**config.mk**
```make
export PLATFORM = sky130hd
export DESIGN_NAME = grid_line_of_sight_core
export DESIGN_NICKNAME = d
export VERILOG_FILES = /design/src/rtl/core/glos_pkg.sv /design/src/rtl/core/grid_line_of_sight_core.sv
export SDC_FILE = /design/constraint.sdc
export NUM_CORES = 2
export LEC_CHECK = 0
export BUFFER_PORTS_ARGS = -buffer_cell sky130_fd_sc_hd__buf_2
export CELL_PAD_IN_SITES_DETAIL_PLACEMENT = 0
export CELL_PAD_IN_SITES_GLOBAL_PLACEMENT = 1
export CORE_UTILIZATION = 40
export CTS_CLUSTER_DIAMETER = 60
export DETAILED_ROUTE_END_ITERATION = 16
export PLACE_DENSITY = 0.56
export SYNTH_ARGS = -nofsm -noshare
export SYNTH_HDL_FRONTEND = slang
export SYNTH_SLANG_ARGS = --single-unit
export TNS_END_PERCENT = 20
```
**constraint.sdc**
```tcl
create_clock -name clk -period 8.45 [get_ports clk]
set_clock_uncertainty 0.05 [all_clocks]
set_input_delay 0.4225 -clock clk [delete_from_list [all_inputs] [get_ports clk]]
set_output_delay 0.4225 -clock clk [all_outputs]
set_load 0.02 [all_outputs]
```
**src/rtl/core/glos_pkg.sv**
```systemverilog
// Types and constants shared by the grid line-of-sight core.
`timescale 1ns / 1ps

package glos_pkg;

    // Input opcodes.
    localparam logic [1:0] OP_BLOCK = 2'd0;
    localparam logic [1:0] OP_FREE  = 2'd1;
    localparam logic [1:0] OP_SIGHT = 2'd2;

    // Configuration register indexes.
    localparam logic CFG_HEIGHT = 1'b0;
    localparam logic CFG_WIDTH  = 1'b1;

    // Width of the signed walk decision; the six-bit coordinates bound it
    // well below 2**13.
    localparam int D_W = 15;

    typedef enum logic [2:0] {
        ST_CLEAR,
        ST_IDLE,
        ST_WRITE,
        ST_WALK,
        ST_FINISH
    } glos_state_t;

endpackage

```
**src/rtl/core/grid_line_of_sight_core.sv**
```systemverilog
// Occupancy grid with a line-of-sight query walked out over a row memory.
// A cell write reads its row, merges the cell in ST_WRITE and answers from ST_FINISH;
// a query steps cell by cell through ST_WALK and then answers from ST_FINISH.
// Throughput: one item at a time, set by the one-row-per-cycle memory read of the walk.
// Reset: the grid registers return to 64 (clamped to the maximum), and a
// clearing pass frees every cell, row by row, before the first transfer.
`timescale 1ns / 1ps

module grid_line_of_sight_core
    import glos_pkg::*;
#(
    parameter int MAX_ROWS = 64,
    parameter int MAX_COLS = 64
)
(
    input  logic       clk,
    input  logic       rst_n,

    input  logic       in_valid,
    output logic       in_stall,
    input  logic [1:0] opcode,
    input  logic [5:0] row_a,
    input  logic [5:0] col_a,
    input  logic [5:0] row_b,
    input  logic [5:0] col_b,

    output logic       out_valid,
    input  logic       out_stall,
    output logic       visible,
    output logic       status,

    input  logic       cfg_we,
    input  logic       cfg_index,
    input  logic [6:0] cfg_data
);

    localparam int AW = $clog2(MAX_ROWS);
    localparam int CW = $clog2(MAX_COLS);
    localparam logic [6:0] H_RST = 7'((MAX_ROWS < 64) ? MAX_ROWS : 64);
    localparam logic [6:0] W_RST = 7'((MAX_COLS < 64) ? MAX_COLS : 64);

    // The occupancy memory holds one row of cells per entry, 1 meaning blocked.
    // It has one write port and one registered read port.
    logic [MAX_COLS-1:0] mem [MAX_ROWS];
    logic [MAX_COLS-1:0] rdata_reg;
    logic                mem_re;
    logic [AW-1:0]       mem_raddr;
    logic                mem_we;
    logic [AW-1:0]       mem_waddr;
    logic [MAX_COLS-1:0] mem_wdata;

    always_ff @(posedge clk)
    begin
        if (mem_we)
        begin
            mem[mem_waddr] <= mem_wdata;
        end
        if (mem_re)
        begin
            rdata_reg <= mem[mem_raddr];
        end
    end

    // Configuration. A value below 3 acts as 3 and one above the maximum
    // acts as the maximum.
    logic [6:0] h_reg;
    logic [6:0] w_reg;
    logic [6:0] cfg_h_clamped;
    logic [6:0] cfg_w_clamped;

    always_comb
    begin
        cfg_h_clamped = cfg_data;
        if (cfg_data < 7'd3)
        begin
            cfg_h_clamped = 7'd3;
        end
        else if (int'(cfg_data) > MAX_ROWS)
        begin
            cfg_h_clamped = 7'(MAX_ROWS);
        end
        cfg_w_clamped = cfg_data;
        if (cfg_data < 7'd3)
        begin
            cfg_w_clamped = 7'd3;
        end
        else if (int'(cfg_data) > MAX_COLS)
        begin
            cfg_w_clamped = 7'(MAX_COLS);
        end
    end

    always_ff @(posedge clk or negedge rst_n)
    begin
        if (!rst_n)
        begin
            h_reg <= H_RST;
            w_reg <= W_RST;
        end
        else if (cfg_we)
        begin
            if (cfg_index == CFG_HEIGHT)
            begin
                h_reg <= cfg_h_clamped;
            end
            else
            begin
                w_reg <= cfg_w_clamped;
            end
        end
    end

    // Control and walk state.
    glos_state_t           state_reg, state_next;
    logic [AW-1:0]         clr_cnt_reg, clr_cnt_next;
    logic [5:0]            r_reg, r_next;
    logic [5:0]            c_reg, c_next;
    logic                  r_dec_reg, r_dec_next;
    logic                  c_dec_reg, c_dec_next;
    logic [5:0]            dr_reg, dr_next;
    logic [5:0]            dc_reg, dc_next;
    logic [5:0]            ix_reg, ix_next;
    logic [5:0]            iy_reg, iy_next;
    logic signed [D_W-1:0] d_reg, d_next;
    logic                  wblk_reg, wblk_next;
    logic                  pend_reg, pend_next;
    logic                  pend_wall_reg, pend_wall_next;
    logic [CW-1:0]         pend_col_reg, pend_col_next;
    logic                  res_vis_reg, res_vis_next;
    logic                  res_st_reg, res_st_next;
    logic                  out_valid_reg, out_valid_next;
    logic                  visible_reg, visible_next;
    logic                  status_reg, status_next;

    // Helper terms of the combinational block.
    logic                  a_in_grid;
    logic                  b_in_grid;
    logic                  more;
    logic                  blocked_now;
    logic                  out_free;
    logic signed [D_W-1:0] dr2;
    logic signed [D_W-1:0] dc2;
    logic [5:0]            nr;
    logic [5:0]            nc;
    logic [5:0]            step_r;
    logic [5:0]            step_c;

    assign a_in_grid = ({1'b0, row_a} < h_reg) && ({1'b0, col_a} < w_reg);
    assign b_in_grid = ({1'b0, row_b} < h_reg) && ({1'b0, col_b} < w_reg);
    assign more      = (ix_reg != dr_reg) || (iy_reg != dc_reg);
    assign blocked_now = pend_reg && (pend_wall_reg || rdata_reg[pend_col_reg]);
    assign out_free  = !out_valid_reg || !out_stall;
    assign dr2       = $signed({{(D_W-7){1'b0}}, dr_reg, 1'b0});
    assign dc2       = $signed({{(D_W-7){1'b0}}, dc_reg, 1'b0});
    assign step_r    = r_dec_reg ? (r_reg - 6'd1) : (r_reg + 6'd1);
    assign step_c    = c_dec_reg ? (c_reg - 6'd1) : (c_reg + 6'd1);

    always_comb
    begin
        state_next     = state_reg;
        clr_cnt_next   = clr_cnt_reg;
        r_next         = r_reg;
        c_next         = c_reg;
        r_dec_next     = r_dec_reg;
        c_dec_next     = c_dec_reg;
        dr_next        = dr_reg;
        dc_next        = dc_reg;
        ix_next        = ix_reg;
        iy_next        = iy_reg;
        d_next         = d_reg;
        wblk_next      = wblk_reg;
        pend_next      = pend_reg;
        pend_wall_next = pend_wall_reg;
        pend_col_next  = pend_col_reg;
        res_vis_next   = res_vis_reg;
        res_st_next    = res_st_reg;
        out_valid_next = out_valid_reg;
        visible_next   = visible_reg;
        status_next    = status_reg;
        in_stall       = 1'b1;
        mem_re         = 1'b0;
        mem_raddr      = AW'(r_reg);
        mem_we         = 1'b0;
        mem_waddr      = AW'(r_reg);
        mem_wdata      = rdata_reg;
        nr             = r_reg;
        nc             = c_reg;

        // A waiting result leaves when the far side takes it.
        if (out_valid_reg && !out_stall)
        begin
            out_valid_next = 1'b0;
        end

        unique case (state_reg)
            ST_CLEAR:
            begin
                // Free one row per cycle after reset.
                mem_we    = 1'b1;
                mem_waddr = clr_cnt_reg;
                mem_wdata = '0;
                clr_cnt_next = clr_cnt_reg + AW'(1);
                if (clr_cnt_reg == AW'(MAX_ROWS - 1))
                begin
                    state_next = ST_IDLE;
                end
            end
            ST_IDLE:
            begin
                in_stall = 1'b0;
                if (in_valid)
                begin
                    r_next       = row_a;
                    c_next       = col_a;
                    res_vis_next = 1'b0;
                    res_st_next  = 1'b0;
                    unique case (opcode) inside
                        OP_BLOCK, OP_FREE:
                        begin
                            if (a_in_grid)
                            begin
                                // Read the row now, merge the cell next cycle.
                                mem_re     = 1'b1;
                                mem_raddr  = AW'(row_a);
                                wblk_next  = (opcode == OP_BLOCK);
                                state_next = ST_WRITE;
                            end
                            else
                            begin
                                res_st_next = 1'b1;
                                state_next  = ST_FINISH;
                            end
                        end
                        OP_SIGHT:
                        begin
                            if (a_in_grid && b_in_grid)
                            begin
                                r_dec_next = (row_b < row_a);
                                c_dec_next = (col_b < col_a);
                                dr_next    = (row_b < row_a) ? (row_a - row_b) : (row_b - row_a);
                                dc_next    = (col_b < col_a) ? (col_a - col_b) : (col_b - col_a);
                                ix_next    = '0;
                                iy_next    = '0;
                                d_next     = $signed({{(D_W-6){1'b0}}, dr_next})
                                           - $signed({{(D_W-6){1'b0}}, dc_next});
                                pend_next  = 1'b0;
                                state_next = ST_WALK;
                            end
                            else
                            begin
                                res_st_next = 1'b1;
                                state_next  = ST_FINISH;
                            end
                        end
                        default:
                        begin
                            // The unused opcode is answered and otherwise ignored.
                            state_next = ST_FINISH;
                        end
                    endcase
                end
            end
            ST_WRITE:
            begin
                mem_we    = 1'b1;
                mem_waddr = AW'(r_reg);
                mem_wdata = rdata_reg;
                mem_wdata[CW'(c_reg)] = wblk_reg;
                state_next = ST_FINISH;
            end
            ST_WALK:
            begin
                // Each cycle checks the cell read last cycle and, in parallel,
                // steps to the next cell and reads its row.
                if (blocked_now)
                begin
                    pend_next    = 1'b0;
                    res_vis_next = 1'b0;
                    state_next   = ST_FINISH;
                end
                else if (more)
                begin
                    if (d_reg == '0)
                    begin
                        nr      = step_r;
                        nc      = step_c;
                        ix_next = ix_reg + 6'd1;
                        iy_next = iy_reg + 6'd1;
                        d_next  = d_reg + dr2 - dc2;
                    end
                    else if (d_reg < 0)
                    begin
                        nc      = step_c;
                        iy_next = iy_reg + 6'd1;
                        d_next  = d_reg + dr2;
                    end
                    else
                    begin
                        nr      = step_r;
                        ix_next = ix_reg + 6'd1;
                        d_next  = d_reg - dc2;
                    end
                    r_next         = nr;
                    c_next         = nc;
                    mem_re         = 1'b1;
                    mem_raddr      = AW'(nr);
                    pend_next      = 1'b1;
                    pend_col_next  = CW'(nc);
                    pend_wall_next = (nr == 6'd0) || (nc == 6'd0)
                                  || ({1'b0, nr} == h_reg - 7'd1)
                                  || ({1'b0, nc} == w_reg - 7'd1);
                end
                else
                begin
                    // Every cell up to and including the destination is free.
                    pend_next    = 1'b0;
                    res_vis_next = 1'b1;
                    state_next   = ST_FINISH;
                end
            end
            ST_FINISH:
            begin
                if (out_free)
                begin
                    out_valid_next = 1'b1;
                    visible_next   = res_vis_reg;
                    status_next    = res_st_reg;
                    state_next     = ST_IDLE;
                end
            end
            default:
            begin
                state_next = ST_IDLE;
            end
        endcase
    end

    always_ff @(posedge clk or negedge rst_n)
    begin
        if (!rst_n)
        begin
            state_reg     <= ST_CLEAR;
            clr_cnt_reg   <= '0;
            pend_reg      <= 1'b0;
            out_valid_reg <= 1'b0;
        end
        else
        begin
            state_reg     <= state_next;
            clr_cnt_reg   <= clr_cnt_next;
            pend_reg      <= pend_next;
            out_valid_reg <= out_valid_next;
        end
    end

    always_ff @(posedge clk)
    begin
        r_reg         <= r_next;
        c_reg         <= c_next;
        r_dec_reg     <= r_dec_next;
        c_dec_reg     <= c_dec_next;
        dr_reg        <= dr_next;
        dc_reg        <= dc_next;
        ix_reg        <= ix_next;
        iy_reg        <= iy_next;
        d_reg         <= d_next;
        wblk_reg      <= wblk_next;
        pend_wall_reg <= pend_wall_next;
        pend_col_reg  <= pend_col_next;
        res_vis_reg   <= res_vis_next;
        res_st_reg    <= res_st_next;
        visible_reg   <= visible_next;
        status_reg    <= status_next;
    end

    assign out_valid = out_valid_reg;
    assign visible   = visible_reg;
    assign status    = status_reg;

    // A new result appears only when the finishing state hands it over.
    a_result_from_finish: assert property (@(posedge clk) disable iff (!rst_n)
        $rose(out_valid_reg) |-> $past(state_reg == ST_FINISH))
        else $error("result raised outside the finishing state");

    // The walk only reads the grid; nothing may write it mid-query.
    a_no_write_in_walk: assert property (@(posedge clk) disable iff (!rst_n)
        (state_reg == ST_WALK) |-> !mem_we)
        else $error("grid written during a sight walk");

    // The step counters stay inside the box spanned by the two endpoints.
    a_walk_in_box: assert property (@(posedge clk) disable iff (!rst_n)
        (state_reg == ST_WALK) |-> (ix_reg <= dr_reg) && (iy_reg <= dc_reg))
        else $error("sight walk left the endpoint box");

    // No transfer is taken while the clearing pass runs.
    a_stall_in_clear: assert property (@(posedge clk) disable iff (!rst_n)
        (state_reg == ST_CLEAR) |-> in_stall)
        else $error("input taken during the clearing pass");

endmodule

```
### Yosys cells after proc, flatten, opt, wreduce, memory -nomap -nowiden

Memories as Yosys holds them, arrays and structs flattened. A register that Yosys moved wholly into a read port is not among the register bits.
Cells that the tools add are included.

* memory bits (writable): 4096
* bits in registers: 90
* output and inout port bits: 4
* memories: 1
* input port bits: 39

* equal/unequal tests: 21
* bitwise operators: 2
* add/subtract/negate cells: 17
* magnitude comparators: 12
* reductions and logical operators: 37
* muxes and demuxes: 89

Memory list
* mem: depth 64, bits a word 64, read ports 1, clocked after memory_dff 1, wr ports 1, RTL line grid_line_of_sight_core.sv:44 `logic [MAX_COLS-1:0] mem [MAX_ROWS];`

Operators with widths (number)
* two-way mux 6 bit: 35
* one-hot mux 64 bit (2 select lines): 1
* two-way mux 15 bit: 7
* bitwise mux 64 bit: 1
* one-hot mux 6 bit (2 select lines): 5
* adder 6 x 1 -> 6 bit (second input constant): 5
* one-hot mux 15 bit (2 select lines): 1
* subtractor 15 x 8 -> 15 bit: 2
* less-than comparator 6 x 7 -> 1 bit: 4
* subtractor 6 bit: 4
* two-way mux 1 bit: 22
* two-way mux 3 bit: 7
* AND reduction 4 bit: 5
* adder 15 x 8 -> 15 bit: 1
* logical NOT 15 bit: 1
* less-than comparator 15 x 1 -> 1 bit (second input constant): 1
* one-hot mux 3 bit (5 select lines): 1
* equality test 6 x 7 -> 1 bit: 2
* less-than comparator 6 x 7 -> 1 bit (second input constant): 2
* two-way mux 7 bit: 2
* inequality test 2 bit (second input constant): 7
* AND reduction 7 bit: 2
* subtractor 7 x 1 -> 7 bit (second input constant): 2
* logical NOT 6 bit: 2
* 29 further kinds: 56

### Logic depth before layout (Yosys ltp)

* depth after elaboration: 11
* gate-level depth with buffers: 19
* depth with buffers taken out: 19

### Least setup slack after synthesis

Ideal clock, no wire load.

* kind: reg2reg
* start point: register w_reg[4]
* end point: register rdata_reg[0] (read register of mem) (enable)
* clock period less this slack: 6.799 ns
* arrival time: 6.174 ns
* stages on the path, launching flop included: 10
* data required time: 7.826 ns
* path slack: 1.651 ns
* buffers on the path: 1
* path through: dfrtp_1 > inv_1 > ha_1 > a21o_1 > a21oi_1 > o22ai_1 > and4b_1 > clkbuf_1 > nand2_1 > o21ai_0

* longest elaborated chain between the ends: 6
* elaborated cells on any way between the ends: 10

RTL lines
* from (decl): RTL line grid_line_of_sight_core.sv:67 `logic [6:0] w_reg;`
* from (signal assigned): RTL line grid_line_of_sight_core.sv:108 `w_reg <= cfg_w_clamped;`
* less-than comparator 6 x 7 -> 1 bit: RTL line grid_line_of_sight_core.sv:148 `assign a_in_grid = ({1'b0, row_a} < h_reg) && ({1'b0, col_a} < w_reg);`
* logical AND 1 bit: RTL line grid_line_of_sight_core.sv:148
* two-way mux 1 bit: RTL line grid_line_of_sight_core.sv:220 `if (a_in_grid)`
* two-way mux 1 bit: RTL line grid_line_of_sight_core.sv:217 `unique case (opcode) inside`
* two-way mux 1 bit: RTL line grid_line_of_sight_core.sv:211 `if (in_valid)`
* one-hot mux 1 bit (2 select lines): RTL line grid_line_of_sight_core.sv:195 `unique case (state_reg)`
* named net mem_re: RTL line grid_line_of_sight_core.sv:46 `logic mem_re;`
* to (decl): RTL line grid_line_of_sight_core.sv:45 `logic [MAX_COLS-1:0] rdata_reg;`

The timed path passes the listed nets, and every way through them passes these cells.
A chain may end at the register's enable or synchronous reset.

### Worst setup path in the final report

* start point: register pend_col_reg[2]
* end point: register rdata_reg[1] (read register of mem) (data pin)

* longest elaborated chain between the ends: 6
* elaborated cells on any way between the ends: 8

RTL lines
* from (decl): RTL line grid_line_of_sight_core.sv:128 `logic [CW-1:0] pend_col_reg, pend_col_next;`
* from (signal assigned): RTL line grid_line_of_sight_core.sv:369 `pend_col_reg <= pend_col_next;`
* binary-select mux 1 bit (select 6 bit) (*): RTL line grid_line_of_sight_core.sv:151 `assign blocked_now = pend_reg && (pend_wall_reg || rdata_reg[pend_col_reg]);`
* two-way mux 1 bit (implied by the code) (*): RTL line grid_line_of_sight_core.sv:151
* logical OR 1 bit (*): RTL line grid_line_of_sight_core.sv:151
* logical AND 1 bit (*): RTL line grid_line_of_sight_core.sv:151
* two-way mux 6 bit / two-way mux 1 bit (equally long branches): RTL line grid_line_of_sight_core.sv:275 `if (blocked_now)`
* one-hot mux 6 bit (2 select lines) / one-hot mux 1 bit (2 select lines) (equally long branches): RTL line grid_line_of_sight_core.sv:195

Mark *: on every way between the ends. The rest lies on a longest branch, timed or not. The select of a mux whose other input is x is not followed.

==> results_dict.tcl <==
set metrics [dict create \
    crit_chain "buf_4 > mux2i_1 > a22oi_1 > o211ai_1 > nand4_1 > o311ai_1 > buf_4 > nand2_1 > o221ai_4 > buf_12 > mux4_2 > a22oi_1 > a21oi_1 > or4_1" \
    outcome "complete, no violations" \
    largest_register_ffs 4096 \
    clk_pin_slew_worst_paths_ns 0.06 \
    yosysTopAreaCell "edfxtp_1" \
    antenna_found_initial 29 \
    cp-start-kind "register" \
    synth_flop_cell "edfxtp_1" \
    synth-async-reset-ratio_pct 0.588 \
    yosys_warnings 0 \
    syn_to_final_growth_pct 14.5 \
    cts_root_buffer "clkbuf_16" \
    synth_top_area_share_pct 76.7 \
    power_density_nw_per_um2 356 \
    final_core_util_pct 46.2 \
    wire_per_inst_um 38.9 \
    relSlewSlack_pct 3.76 \
    fmax_ghz 0.133 \
    grt.overflow.total 0 \
    core_um2 411000 \
    yosysSeqAreaShare_pct 77.0 \
    synth.net_count 7780 \
    cts_buffers 458 \
    critical-path-max-stage-delay_ns 0.85 \
    dieArea_um2 416000 \
    ant_nets 0 \
    seq_area_um2 128000 \
    rows 235 \
    fin_nets 8193 \
    hold_path.class "in2reg" \
    drc 0 \
    cts_tree "done" \
    clk_path_buf_depth 4 \
    grt_max_degree 109 \
    dr.pass1.iters 6 \
    synth.most_common_cell "edfxtp_1" \
    clock_sinks 4250 \
    rsz0062_at_grt "false" \
    cp_slowest_cell "edfxtp_1" \
    fill_cells 34000 \
    port_buffers 42 \
    ys_ff_latch 4250 \
    worstSkewPairLatency_ns 1.02 \
    num_io_pins 43 \
    dp_hpwl_mm 278 \
    maxSlewViolCount 0 \
    die_h_um 645 \
    setup_violations 0 \
    cts-resized-gates 0 \
    max_slew.worst_pin.slew_ns 1.44 \
    maxCapViolCount 0 \
    initial_core_util_pct 40.3 \
    postSynthAreaPerCell_um2 21.6 \
    multi_input_comb_area_um2 36400 \
    p_leak_uw 0.0597 \
    drive_gt1_share_pct 25.6 \
    synth_area_leaders "edfxtp_1, mux4_2, a22oi_1" \
    gp_congestion 0.801 \
    finalWirelength_mm 541 \
    cp.arrival_ns 8.13 \
    die_w_um 645 \
    initialDrtViolationCount 11800 \
    post_cts_buffers 0 \
    via_per_inst 6.28 \
    htree_levels 5 \
    synth_edf_count 4225 \
    grt_usage_pct 25.6 \
    first_global_vias 86200 \
    yosysUniqueCellTypes 70 \
    tns_ns 0 \
    ctsHoldBuffers 40 \
    synthCells 7652 \
    hold_violations 0 \
    crit_type "reg2reg" \
    dr_total_vias 87400 \
    finalCriticalPeriod_ns 7.52 \
    setup.worst_path.end_class "register" \
    grt_pass1_wl_mm 735 \
    yosys-top-cells-count "edfxtp_1, mux4_2, a22oi_1" \
    crit_fanout 71 \
    ir_worst_vdd_uv 499 \
    required_ns 9.05 \
    fin_hold_ws_ns 0.0811 \
    fin_crit_sh_pct 89.0 \
    power_uw 67400 \
    synth.cell_area_um2 166000 \
]
==> area by class of cell <==
type / count / share of cell area, %
Multi-Input combinational cell: 2884 / 19.2
Tap cell: 5451 / 3.60
Timing Repair Buffer: 390 / 2.00
Clock inverter: 298 / 1.55
Inverter: 81 / 0.160
Sequential cell: 4250 / 67.3
Antenna cell: 10 / 0.0132
Clock buffer: 550 / 6.25
==> worst max-delay path, delay by kind of cell, from the launching register on <==
| kind | cells | cell delay [ns] |
|---|---|---|
| flip-flops | 1 | 0.85 |
| AND/OR/NAND/NOR | 3 | 1.21 |
| AO/OA/AOI/OAI | 6 | 2.19 |
| buffers and inverters | 3 | 1.33 |
| multiplexers | 2 | 1.28 |
==> routing by layer <==
| metal | up-vias | track usage, % | part of all wire [%] |
|---|---|---|---|
| li1 | 33500 | - | - |
| met1 | 48700 | 36.7 | 41 |
| met2 | 4303 | 40.8 | 47 |
| met3 | 861 | 4.03 | 8.2 |
| met4 | 6 | 7.64 | 3.3 |
| met5 | - | 0 | 0.0061 |
==> placed cells by master (no fill, tap or decap), types with 32 or more instances in the layout <==
| cell type | synthesis | final |
|---|---|---|
| nor2_4 | 0 | 68 |
| xnor2_1 | 61 | 61 |
| clkbuf_16 | 0 | 460 |
| o21ai_0 | 187 | 186 |
| mux4_2 | 1031 | 1031 |
| buf_4 | 19 | 240 |
| mux2i_1 | 32 | 32 |
| nand2_1 | 84 | 83 |
| buf_2 | 84 | 42 |
| clkinv_2 | 0 | 70 |
| buf_12 | 0 | 69 |
| nand3_1 | 36 | 36 |
| inv_1 | 79 | 79 |
| clkinv_1 | 0 | 118 |
| a22o_2 | 0 | 43 |
| a21oi_1 | 304 | 304 |
| or4_1 | 65 | 65 |
| dlygate4sd3_1 | 0 | 39 |
| ha_1 | 79 | 79 |
| bufinv_16 | 0 | 42 |
| nor2_1 | 137 | 69 |
| a22oi_1 | 523 | 523 |
| clkbuf_1 | 276 | 90 |
| edfxtp_1 | 4225 | 4225 |
==> logic make-up after synthesis <==
| group | count (synthesis) | share of synthesized area [%] |
|---|---|---|
| fa+ha+maj | 89 | 0.718 |
| buf+inv | 518 | 1.38 |
| compound gates | 1189 | 4.73 |
| simple gates | 452 | 1.43 |
| xor+xnor | 83 | 0.439 |
| flops | 4250 | 77.0 |
| mux | 1071 | 14.3 |
==> power by group <==
| part | internal [µW] | leakage (µW) | switching [µW] |
|---|---|---|---|
| combinational | 7020 | 0.0138 | 12600 |
| clock | 11300 | 0.00714 | 8510 |
| sequential | 27400 | 0.0388 | 582 |
| total | 45700 | 0.0597 | 21700 |
==> path summary, 6_finish.rpt <==
path,startpoint,end,slack (ns),depth (start not counted)
worst max-delay path,pend_col_reg[2],rdata_reg[1],0.93,14
max in group asynchronous,rst_n,state_reg[1],7.67,4
min in group asynchronous,rst_n,clr_cnt_reg[2],0.48,4
worst min register to register,res_st_reg,status,0.42,0
worst max register to register,pend_col_reg[2],rdata_reg[1],0.93,14
worst min-delay path,col_b[2],dc_reg[2],0.08,4
==> metrics by stage <==
stage	std cells	cell area, µm²	setup WS [ns]
after floorplan	7652	166000	1.65
after global placement	13000	174000	1.11
after detailed placement	13000	174000	1.13
after CTS	13900	190000	1.09
after global routing	13900	190000	1.06
final	13900	190000	0.926
No activity file was read; power rests on OpenSTA's default activity.
